$ cat src/rtl/assert_macros.svh
// Assertion helpers shared by the decoder RTL.
`ifndef ASSERT_MACROS_SVH
`define ASSERT_MACROS_SVH

`ifndef SYNTH

// prop holds at every clock edge outside reset
`define ASSERT_HOLDS(label, clk, rst, prop) \
   label: assert property (@(posedge clk) disable iff (rst) (prop)) \
      else $error("assertion failed");

// cond is never true at a clock edge outside reset
`define ASSERT_NEVER(label, clk, rst, cond) \
   label: assert property (@(posedge clk) disable iff (rst) !(cond)) \
      else $error("forbidden condition seen");

`else

`define ASSERT_HOLDS(label, clk, rst, prop)
`define ASSERT_NEVER(label, clk, rst, cond)

`endif

`endif

$ cat src/rtl/hidd_pkg.sv
package hidd_pkg;

   localparam int KEY_COUNT  = 32;
   localparam int KEY_W      = $clog2(KEY_COUNT);
   localparam int KEY_CODE_W = 6;
   localparam int AXIS_W     = 16;
   localparam int AXIS_COUNT = 6;

   localparam logic [15:0] VENDOR_RESET = 16'h046d;
   localparam logic [15:0] PROD_A       = 16'hc625;
   localparam logic [15:0] PROD_B       = 16'hc627;

   localparam logic [7:0] REPORT_PAN  = 8'h01;
   localparam logic [7:0] REPORT_ROT  = 8'h02;
   localparam logic [7:0] REPORT_KEYS = 8'h03;
   localparam logic [7:0] LONG_REPORT_MIN = 8'd13;

   localparam logic [1:0] KIND_MOTION   = 2'd0;
   localparam logic [1:0] KIND_KEY_DOWN = 2'd1;
   localparam logic [1:0] KIND_KEY_UP   = 2'd2;

   localparam int FIFO_DEPTH = 2;
   localparam int FIFO_PTR_W = $clog2(FIFO_DEPTH);
   localparam int FIFO_CNT_W = $clog2(FIFO_DEPTH + 1);

   localparam int TABLE_A_LEN = 21;
   localparam int TABLE_B_LEN = 16;

   localparam logic [4:0] TABLE_A [TABLE_A_LEN] = '{
      5'd0, 5'd13, 5'd14, 5'd15, 5'd16, 5'd17, 5'd18, 5'd3, 5'd4, 5'd5, 5'd6,
      5'd23, 5'd24, 5'd25, 5'd26, 5'd2, 5'd1, 5'd30, 5'd31, 5'd29, 5'd27
   };
   localparam logic [4:0] TABLE_B [TABLE_B_LEN] = '{
      5'd0, 5'd13, 5'd14, 5'd3, 5'd4, 5'd5, 5'd6, 5'd23,
      5'd24, 5'd25, 5'd26, 5'd2, 5'd1, 5'd30, 5'd31, 5'd27
   };

   typedef logic [AXIS_COUNT-1:0][AXIS_W-1:0] axes_type;

   // one queued command: a motion snapshot or a key scan
   typedef struct packed {
      logic                 is_key;
      axes_type             axes;
      logic [KEY_COUNT-1:0] keys;
      logic [KEY_COUNT-1:0] mask;
      logic [15:0]          pid;
   } cmd_type;

   function automatic logic [KEY_CODE_W-1:0] map_key(input logic [15:0] pid,
                                                     input logic [KEY_CODE_W-1:0] key);
      logic [KEY_CODE_W-1:0] code;
      code = key;
      if (pid == PROD_A) begin
         code = (key < KEY_CODE_W'(TABLE_A_LEN)) ?
                KEY_CODE_W'(TABLE_A[key[$clog2(TABLE_A_LEN)-1:0]]) : '0;
      end else if (pid == PROD_B) begin
         code = (key < KEY_CODE_W'(TABLE_B_LEN)) ?
                KEY_CODE_W'(TABLE_B[key[$clog2(TABLE_B_LEN)-1:0]]) : '0;
      end
      return code;
   endfunction

endpackage

$ cat src/rtl/hidd_cmd_fifo.sv
`include "assert_macros.svh"

module hidd_cmd_fifo (
   input  logic             clock,
   input  logic             reset,
   input  logic             push,
   input  hidd_pkg::cmd_type push_data,
   output logic             full,
   input  logic             pop,
   output hidd_pkg::cmd_type pop_data,
   output logic             empty
);
   import hidd_pkg::*;

   cmd_type                 entry_ff [FIFO_DEPTH];
   logic [FIFO_PTR_W-1:0]   wr_ptr_ff, wr_ptr_in;
   logic [FIFO_PTR_W-1:0]   rd_ptr_ff, rd_ptr_in;
   logic [FIFO_CNT_W-1:0]   count_ff, count_in;

   assign full     = (count_ff == FIFO_CNT_W'(FIFO_DEPTH));
   assign empty    = (count_ff == '0);
   assign pop_data = entry_ff[rd_ptr_ff];

   always_comb begin
      wr_ptr_in = wr_ptr_ff;
      rd_ptr_in = rd_ptr_ff;
      count_in  = count_ff;
      if (push) begin
         wr_ptr_in = (wr_ptr_ff == FIFO_PTR_W'(FIFO_DEPTH - 1)) ? '0 : wr_ptr_ff + 1'b1;
      end
      if (pop) begin
         rd_ptr_in = (rd_ptr_ff == FIFO_PTR_W'(FIFO_DEPTH - 1)) ? '0 : rd_ptr_ff + 1'b1;
      end
      if (push && !pop) begin
         count_in = count_ff + 1'b1;
      end else if (pop && !push) begin
         count_in = count_ff - 1'b1;
      end
   end

   always_ff @(posedge clock) begin
      if (reset) begin
         wr_ptr_ff <= '0;
         rd_ptr_ff <= '0;
         count_ff  <= '0;
      end else begin
         wr_ptr_ff <= wr_ptr_in;
         rd_ptr_ff <= rd_ptr_in;
         count_ff  <= count_in;
      end
   end

   always_ff @(posedge clock) begin
      if (push) begin
         entry_ff[wr_ptr_ff] <= push_data;
      end
   end

   `ASSERT_NEVER(a_no_push_full, clock, reset, push && full)
   `ASSERT_NEVER(a_no_pop_empty, clock, reset, pop && empty)

endmodule

$ cat src/rtl/hidd_front.sv
`include "assert_macros.svh"

module hidd_front (
   input  logic              clock,
   input  logic              reset,
   input  logic              csr_valid,
   output logic              csr_ready,
   input  logic [15:0]       csr_wdata,
   input  logic              req_valid,
   output logic              req_ready,
   input  logic              req_is_hid,
   input  logic              req_foreground,
   input  logic [15:0]       req_vendor_id,
   input  logic [15:0]       req_product_id,
   input  logic [7:0]        req_report_size,
   input  logic [7:0]        req_report_id,
   input  logic [15:0]       req_word_a,
   input  logic [15:0]       req_word_b,
   input  logic [15:0]       req_word_c,
   input  logic [15:0]       req_word_d,
   input  logic [15:0]       req_word_e,
   input  logic [15:0]       req_word_f,
   output logic              push,
   output hidd_pkg::cmd_type push_data,
   input  logic              full
);
   import hidd_pkg::*;

   logic [15:0]          vendor_ff;
   axes_type             axes_ff, axes_in;
   logic [KEY_COUNT-1:0] prev_keys_ff, prev_keys_in;
   logic                 accept;
   logic                 match;
   logic [KEY_COUNT-1:0] keys;
   logic [KEY_COUNT-1:0] change;
   logic [KEY_COUNT-1:0] emit_mask;

   assign csr_ready = 1'b1;
   assign req_ready = !full;
   assign accept    = req_valid && req_ready;
   assign match     = req_is_hid && (req_vendor_id == vendor_ff);
   assign keys      = KEY_COUNT'({req_word_b, req_word_a});
   assign change    = keys ^ prev_keys_ff;

   // keys whose code maps to zero never show up downstream
   always_comb begin
      for (int i = 0; i < KEY_COUNT; i++) begin
         emit_mask[i] = change[i] &&
                        (map_key(req_product_id, KEY_CODE_W'(i + 1)) != '0);
      end
   end

   always_comb begin
      axes_in      = axes_ff;
      prev_keys_in = prev_keys_ff;
      push         = 1'b0;
      if (accept && match) begin
         priority if (req_report_id == REPORT_PAN) begin
            if (!req_foreground) begin
               axes_in = '0;
            end else begin
               axes_in[0] = req_word_a;
               axes_in[1] = req_word_b;
               axes_in[2] = req_word_c;
               if (req_report_size >= LONG_REPORT_MIN) begin
                  axes_in[3] = req_word_d;
                  axes_in[4] = req_word_e;
                  axes_in[5] = req_word_f;
                  push       = 1'b1;
               end
            end
         end else if (req_report_id == REPORT_ROT) begin
            if (req_foreground) begin
               axes_in[3] = req_word_a;
               axes_in[4] = req_word_b;
               axes_in[5] = req_word_c;
               push       = 1'b1;
            end
         end else if (req_report_id == REPORT_KEYS) begin
            prev_keys_in = keys;
            push         = req_foreground && (emit_mask != '0);
         end else begin
            push = 1'b0;
         end
      end
   end

   always_comb begin
      push_data.is_key = (req_report_id == REPORT_KEYS);
      push_data.axes   = axes_in;
      push_data.keys   = keys;
      push_data.mask   = emit_mask;
      push_data.pid    = req_product_id;
   end

   always_ff @(posedge clock) begin
      if (reset) begin
         vendor_ff    <= VENDOR_RESET;
         axes_ff      <= '0;
         prev_keys_ff <= '0;
      end else begin
         if (csr_valid && csr_ready) begin
            vendor_ff <= csr_wdata;
         end
         axes_ff      <= axes_in;
         prev_keys_ff <= prev_keys_in;
      end
   end

   `ASSERT_HOLDS(a_key_push_nonempty, clock, reset,
                 (push && push_data.is_key) |-> (push_data.mask != '0))
   `ASSERT_NEVER(a_push_needs_accept, clock, reset, push && !accept)

endmodule

$ cat src/rtl/hidd_back.sv
`include "assert_macros.svh"

module hidd_back (
   input  logic                 clock,
   input  logic                 reset,
   input  logic                 empty,
   input  hidd_pkg::cmd_type    head,
   output logic                 pop,
   output logic                 rsp_valid,
   input  logic                 rsp_ready,
   output logic [1:0]           rsp_kind,
   output logic [5:0]           rsp_key_code,
   output hidd_pkg::axes_type   rsp_axes,
   output logic                 rsp_last
);
   import hidd_pkg::*;

   logic                  busy_ff, busy_in;
   logic [KEY_COUNT-1:0]  remain_ff, remain_in;
   logic [KEY_COUNT-1:0]  keys_ff, keys_in;
   logic [15:0]           pid_ff, pid_in;
   logic                  out_valid_ff, out_valid_in;
   logic [1:0]            out_kind_ff, out_kind_in;
   logic [5:0]            out_code_ff, out_code_in;
   axes_type              out_axes_ff, out_axes_in;
   logic                  out_last_ff, out_last_in;
   logic                  out_free;
   logic [KEY_COUNT-1:0]  lowest;
   logic [KEY_W-1:0]      key_idx;
   logic                  scan_last;

   assign out_free  = !out_valid_ff || rsp_ready;
   assign lowest    = remain_ff & (~remain_ff + 1'b1);
   assign scan_last = ((remain_ff & ~lowest) == '0);

   always_comb begin
      key_idx = '0;
      for (int i = 0; i < KEY_COUNT; i++) begin
         if (lowest[i]) begin
            key_idx = key_idx | KEY_W'(i);
         end
      end
   end

   always_comb begin
      busy_in      = busy_ff;
      remain_in    = remain_ff;
      keys_in      = keys_ff;
      pid_in       = pid_ff;
      out_valid_in = out_valid_ff && !rsp_ready;
      out_kind_in  = out_kind_ff;
      out_code_in  = out_code_ff;
      out_axes_in  = out_axes_ff;
      out_last_in  = out_last_ff;
      pop          = 1'b0;
      if (busy_ff) begin
         if (out_free) begin
            out_valid_in = 1'b1;
            out_kind_in  = keys_ff[key_idx] ? KIND_KEY_DOWN : KIND_KEY_UP;
            out_code_in  = map_key(pid_ff, KEY_CODE_W'(key_idx) + 1'b1);
            out_axes_in  = '0;
            out_last_in  = scan_last;
            remain_in    = remain_ff & ~lowest;
            busy_in      = !scan_last;
         end
      end else if (!empty) begin
         if (head.is_key) begin
            pop       = 1'b1;
            busy_in   = 1'b1;
            remain_in = head.mask;
            keys_in   = head.keys;
            pid_in    = head.pid;
         end else if (out_free) begin
            pop          = 1'b1;
            out_valid_in = 1'b1;
            out_kind_in  = KIND_MOTION;
            out_code_in  = '0;
            out_axes_in  = head.axes;
            out_last_in  = 1'b1;
         end
      end
   end

   always_ff @(posedge clock) begin
      if (reset) begin
         busy_ff      <= 1'b0;
         out_valid_ff <= 1'b0;
      end else begin
         busy_ff      <= busy_in;
         out_valid_ff <= out_valid_in;
      end
   end

   always_ff @(posedge clock) begin
      remain_ff   <= remain_in;
      keys_ff     <= keys_in;
      pid_ff      <= pid_in;
      out_kind_ff <= out_kind_in;
      out_code_ff <= out_code_in;
      out_axes_ff <= out_axes_in;
      out_last_ff <= out_last_in;
   end

   assign rsp_valid    = out_valid_ff;
   assign rsp_kind     = out_kind_ff;
   assign rsp_key_code = out_code_ff;
   assign rsp_axes     = out_axes_ff;
   assign rsp_last     = out_last_ff;

   `ASSERT_HOLDS(a_busy_has_keys, clock, reset, busy_ff |-> (remain_ff != '0))
   `ASSERT_HOLDS(a_motion_is_last, clock, reset,
                 (out_valid_ff && (out_kind_ff == KIND_MOTION)) |->
                 (out_last_ff && (out_code_ff == '0)))

endmodule

$ cat src/rtl/multi_axis_hid_report_decoder.sv
// channel   direction  handshake              payload
// csr       in         csr_valid/csr_ready    csr_wdata (accepted vendor id)
// req       in         req_valid/req_ready    one HID report word
// rsp       out        rsp_valid/rsp_ready    one motion or key event word
//
// A report is taken whenever the queue has room; the front updates the axis cache and key
// state at once and, when a word is due, queues a command in a two-entry queue.
// The back end moves a motion word from the queue head into the output register; a key
// report is loaded into the scan, which emits its key events (up to 32) lowest key first.
// Synchronous reset clears the cache, key state, queue and output register.
// req_ready drops only while the queue is full; rsp stalls hold the word.
module multi_axis_hid_report_decoder (
   input  logic               clock,
   input  logic               reset,
   input  logic               csr_valid,
   output logic               csr_ready,
   input  logic [15:0]        csr_wdata,
   input  logic               req_valid,
   output logic               req_ready,
   input  logic               req_is_hid,
   input  logic               req_foreground,
   input  logic [15:0]        req_vendor_id,
   input  logic [15:0]        req_product_id,
   input  logic [7:0]         req_report_size,
   input  logic [7:0]         req_report_id,
   input  logic [15:0]        req_word_a,
   input  logic [15:0]        req_word_b,
   input  logic [15:0]        req_word_c,
   input  logic [15:0]        req_word_d,
   input  logic [15:0]        req_word_e,
   input  logic [15:0]        req_word_f,
   output logic               rsp_valid,
   input  logic               rsp_ready,
   output logic [1:0]         rsp_kind,
   output logic [5:0]         rsp_key_code,
   output logic signed [15:0] rsp_pan_x,
   output logic signed [15:0] rsp_pan_y,
   output logic signed [15:0] rsp_pan_z,
   output logic signed [15:0] rsp_rot_x,
   output logic signed [15:0] rsp_rot_y,
   output logic signed [15:0] rsp_rot_z,
   output logic               rsp_last
);
   import hidd_pkg::*;

   logic     push;
   cmd_type  push_data;
   logic     full;
   logic     pop;
   cmd_type  head;
   logic     empty;
   axes_type rsp_axes;

   hidd_front u_front (
      .clock           (clock),
      .reset           (reset),
      .csr_valid       (csr_valid),
      .csr_ready       (csr_ready),
      .csr_wdata       (csr_wdata),
      .req_valid       (req_valid),
      .req_ready       (req_ready),
      .req_is_hid      (req_is_hid),
      .req_foreground  (req_foreground),
      .req_vendor_id   (req_vendor_id),
      .req_product_id  (req_product_id),
      .req_report_size (req_report_size),
      .req_report_id   (req_report_id),
      .req_word_a      (req_word_a),
      .req_word_b      (req_word_b),
      .req_word_c      (req_word_c),
      .req_word_d      (req_word_d),
      .req_word_e      (req_word_e),
      .req_word_f      (req_word_f),
      .push            (push),
      .push_data       (push_data),
      .full            (full)
   );

   hidd_cmd_fifo u_fifo (
      .clock     (clock),
      .reset     (reset),
      .push      (push),
      .push_data (push_data),
      .full      (full),
      .pop       (pop),
      .pop_data  (head),
      .empty     (empty)
   );

   hidd_back u_back (
      .clock        (clock),
      .reset        (reset),
      .empty        (empty),
      .head         (head),
      .pop          (pop),
      .rsp_valid    (rsp_valid),
      .rsp_ready    (rsp_ready),
      .rsp_kind     (rsp_kind),
      .rsp_key_code (rsp_key_code),
      .rsp_axes     (rsp_axes),
      .rsp_last     (rsp_last)
   );

   assign rsp_pan_x = $signed(rsp_axes[0]);
   assign rsp_pan_y = $signed(rsp_axes[1]);
   assign rsp_pan_z = $signed(rsp_axes[2]);
   assign rsp_rot_x = $signed(rsp_axes[3]);
   assign rsp_rot_y = $signed(rsp_axes[4]);
   assign rsp_rot_z = $signed(rsp_axes[5]);

endmodule

$ cat config.mk
export PLATFORM = sky130hd
export DESIGN_NAME = multi_axis_hid_report_decoder
export DESIGN_NICKNAME = d
export VERILOG_FILES = /design/src/rtl/hidd_pkg.sv /design/src/rtl/hidd_cmd_fifo.sv /design/src/rtl/hidd_front.sv /design/src/rtl/hidd_back.sv /design/src/rtl/multi_axis_hid_report_decoder.sv
export VERILOG_INCLUDE_DIRS = /design/src /design/src/rtl
export SDC_FILE = /design/constraint.sdc
export NUM_CORES = 1
export LEC_CHECK = 0
export BUFFER_PORTS_ARGS = -buffer_cell sky130_fd_sc_hd__buf_2
export CAP_MARGIN = 25
export CORE_MARGIN = 1
export CORE_UTILIZATION = 55
export DETAILED_ROUTE_END_ITERATION = 7
export GPL_TIMING_DRIVEN = 0
export PLACE_DENSITY = 0.72
export SYNTH_ARGS = -nofsm -noshare
export SYNTH_HDL_FRONTEND = slang
export SYNTH_SLANG_ARGS = --single-unit
$ cat constraint.sdc
create_clock -name clock -period 12.3 [get_ports clock]
set_clock_uncertainty 0.15 [all_clocks]
set_input_delay 0.615 -clock clock [delete_from_list [all_inputs] [get_ports clock]]
set_output_delay 0.615 -clock clock [all_outputs]
set_load 0.01 [all_outputs]
==> out/metrics.cfg <==
[status]
status=finished, final reports clean

[place]
place_worst_setup_slack_ns=7.11
portBuffers=272
placed_area_um2=30600
gp_congestion=0.933
dp_hpwl_um=53100

[worst_hold_path]
hp-class=input port to register
hp-start=csr_wdata[3]

[setup_path]
crit_family=simple AND/OR/NAND/NOR gates
r2r_start=u_back.remain_ff[1]$_DFFE_PP_
slowest_stage=or4_4
crit_start=u_back.remain_ff[1]$_DFFE_PP_
rrSetupSlack_ns=7.00
endpoint_kind=register
cp_cell_sequence=or4_4 > buf_6 > nor3_2 > nand3_1 > nor3_1 > a2111o_4 > buf_2 > ha_1 > inv_1 > ha_1 > clkbuf_1 > inv_1 > nor2_1 > a2bb2oi_2 > nor2_1 > a211o_1
max_stage_delay_ns=0.55
cp-start-kind=register
worst-path-max-fanout=11
crit_type=register to register
crit_buf_inv=5
arrival_ns=5.50
required_ns=12.50

[cells_and_area]
utilization_pct=65.5
final-seq-area_um2=19200
drive_gt1_share_pct=19.4
nNetsFinal=2660
fillers=3724
final_cell_area_um2=32800
multi_input_area_um2=8070
area_growth_pct=17.8

[clocking]
path_clk_slew_ns=0.06
ctsResizeCount=0
numClockSinks=690
holdBufCountCts=0
cts_buffers=67
cts_max_path_buffers=3
tritoncts=yes
insertion_delay_ns=0.61
postCtsSetupBuffers=0
root_buffer=clkbuf_16
htreeDepth=3

[power]
pwr-share-clk_pct=31.7
combPwrFrac_pct=21.8
power.density_nw_per_um2=198
power.leakage_uw=0.0116
power_uw=6490
netSwitchingPower_uw=1940
internal_power_uw=4550
pwr-share-seq_pct=46.5
swShare_pct=29.9
peakVddDrop_v=0.000133

[yosys]
syn_area_um2=27800
synth_xor_area_share_pct=1.64
synth.avg_cell_area_um2=13.1
synth-seq-area-share_pct=69.0
synthMuxAreaShare_pct=7.38
ys.warnings.count=0
synth_cell_types=83
synthFlopType=edfxtp_1
yosysMostFrequentCell=edfxtp_1
syn_inst=2122
synth_edf_count=539
synth-compound-area-share_pct=7.60
synth.top_cell.area_share_pct=58.1
synth-simple-area-share_pct=11.9
ys_seq_elements=690
synth_top_cells_by_area=edfxtp_1 (58%), dfxtp_1 (11%), mux2i_1 (5.1%)
netlist_top_cells_count=edfxtp_1 (539), nand2_1 (249), nor2_1 (166)
synth_top_area_cell=edfxtp_1
synth-async-reset-ratio_pct=0
synth_top_family_by_area=simple AND/OR/NAND/NOR gates
synthAdderAreaFrac_pct=0.386
synth_nets=2296

[sta]
tightest_slew_ns=1.10
rsz0062_at_grt=no
finalHoldViolCount=0
finalMaxSlewViolations=0
maxClockFrequency_mhz=189
setup_tns_ns=0
period_share_pct=43.1
slew_headroom_pct=26.6
fin_ws_ns=7.00
final-setup-viol-count=0
fin_crit_ns=5.30

[global_route]
grt_first_pass_wirelength_um=110000
grt_usage_pct=29.2
grt_max_degree=38
grt-ovfl-total=0
grt_pass1_vias=18344
antenna_found_initial=10

[route]
drcViolationCount=0
vias=18618
firstDrtPassIters=6
drtAntennaViolNets=0
wl_per_cell_um=23.2
wl_um=74400
initialDrtViolationCount=1759
via_per_inst=5.79

[floorplan]
die_width_um=227
ios=275
die_h_um=227
start_util_pct=55.6
core_um2=50100
std_cell_rows=82
die-area_um2=51500

[run]
cap_violations=0

==> layout make-up <==
| cell class | instances | share of cell area (%) |
|---|---|---|
| plain buffers | 129 | 1.55 |
| clock inverters | 25 | 0.656 |
| diodes | 2 | 0.0153 |
| clock buffers | 99 | 6.14 |
| well taps | 672 | 2.56 |
| inverters | 22 | 0.259 |
| flip-flops and latches | 690 | 58.6 |
| multi-input cells | 1281 | 24.6 |
| repair buffers | 295 | 5.64 |
==> flip-flops by register name, summed over array words and instances, names as in the netlist, 2 cells and up, named ones only <==
| signal | count |
|---|---|
| u_back.rsp_kind | 2 |
| u_fifo.entry_ff | 354 |
| u_front.prev_keys_ff | 32 |
| u_front.axes_ff | 96 |
| u_back.pid_ff | 16 |
| u_back.keys_ff | 32 |
| u_back.rsp_key_code | 6 |
| u_front.vendor_ff | 16 |
| u_back.rsp_axes | 96 |
| u_back.remain_ff | 32 |
| u_fifo.count_ff | 2 |
==> power by group through the flow <==
stage	Sequential (µW)	Clock, µW	Combinational, µW
after floorplan	3140	0	739
after global placement	3110	0	1330
after detailed placement	3060	0	1400
after CTS	3010	2080	1410
after global routing	3050	2160	1530
final	3020	2050	1420
==> cells by family after synthesis <==
| logic type | after synthesis |
|---|---|
| compound gates | 335 |
| xor+xnor | 52 |
| fa+ha+maj | 9 |
| buf+inv | 151 |
| flops | 690 |
| mux | 197 |
| other cells | 1 |
| simple gates | 687 |
==> placed cells by master, fill, tap and decap left out, types with 34 or more instances in the layout <==
cell / n
mux2_2: 53
nor2b_1: 114
dfxtp_1: 151
clkbuf_16: 71
mux2i_1: 142
nand2_1: 249
clkbuf_1: 123
edfxtp_1: 539
a21oi_1: 68
buf_2: 279
nor2_1: 163
a22oi_1: 34
o21ai_0: 134
==> worst paths after layout <==
check,end,depth (start not counted)
max,u_back.rsp_key_code[1]$_SDFFCE_PN0P_,16
min,u_front.vendor_ff[3]$_SDFFE_PP1P_,2
max reg2reg,u_back.rsp_key_code[1]$_SDFFCE_PN0P_,16
min reg2reg,u_front.prev_keys_ff[3]$_SDFFE_PP0P_,2
==> routing by layer <==
metal,vias to the layer above,track usage [%],share of wire [%]
met4,12,12.3,3.6
met3,152,6.32,8.4
met1,9117,37.0,39
li1,8519,-,-
met2,818,48.9,49
met5,-,0,0.089
==> per-stage QoR <==
| stage | hold slack (ns) | std cells |
|---|---|---|
| 2_1_floorplan | 0.294 | 2122 |
| 3_3_place_gp | 0.300 | 3066 |
| 3_5_place_dp | 0.305 | 3089 |
| 4_1_cts | 0.0317 | 3213 |
| 5_1_grt | 0.0471 | 3213 |
| 6_report | 0.0569 | 3215 |
(Power assumes the default switching activity.)
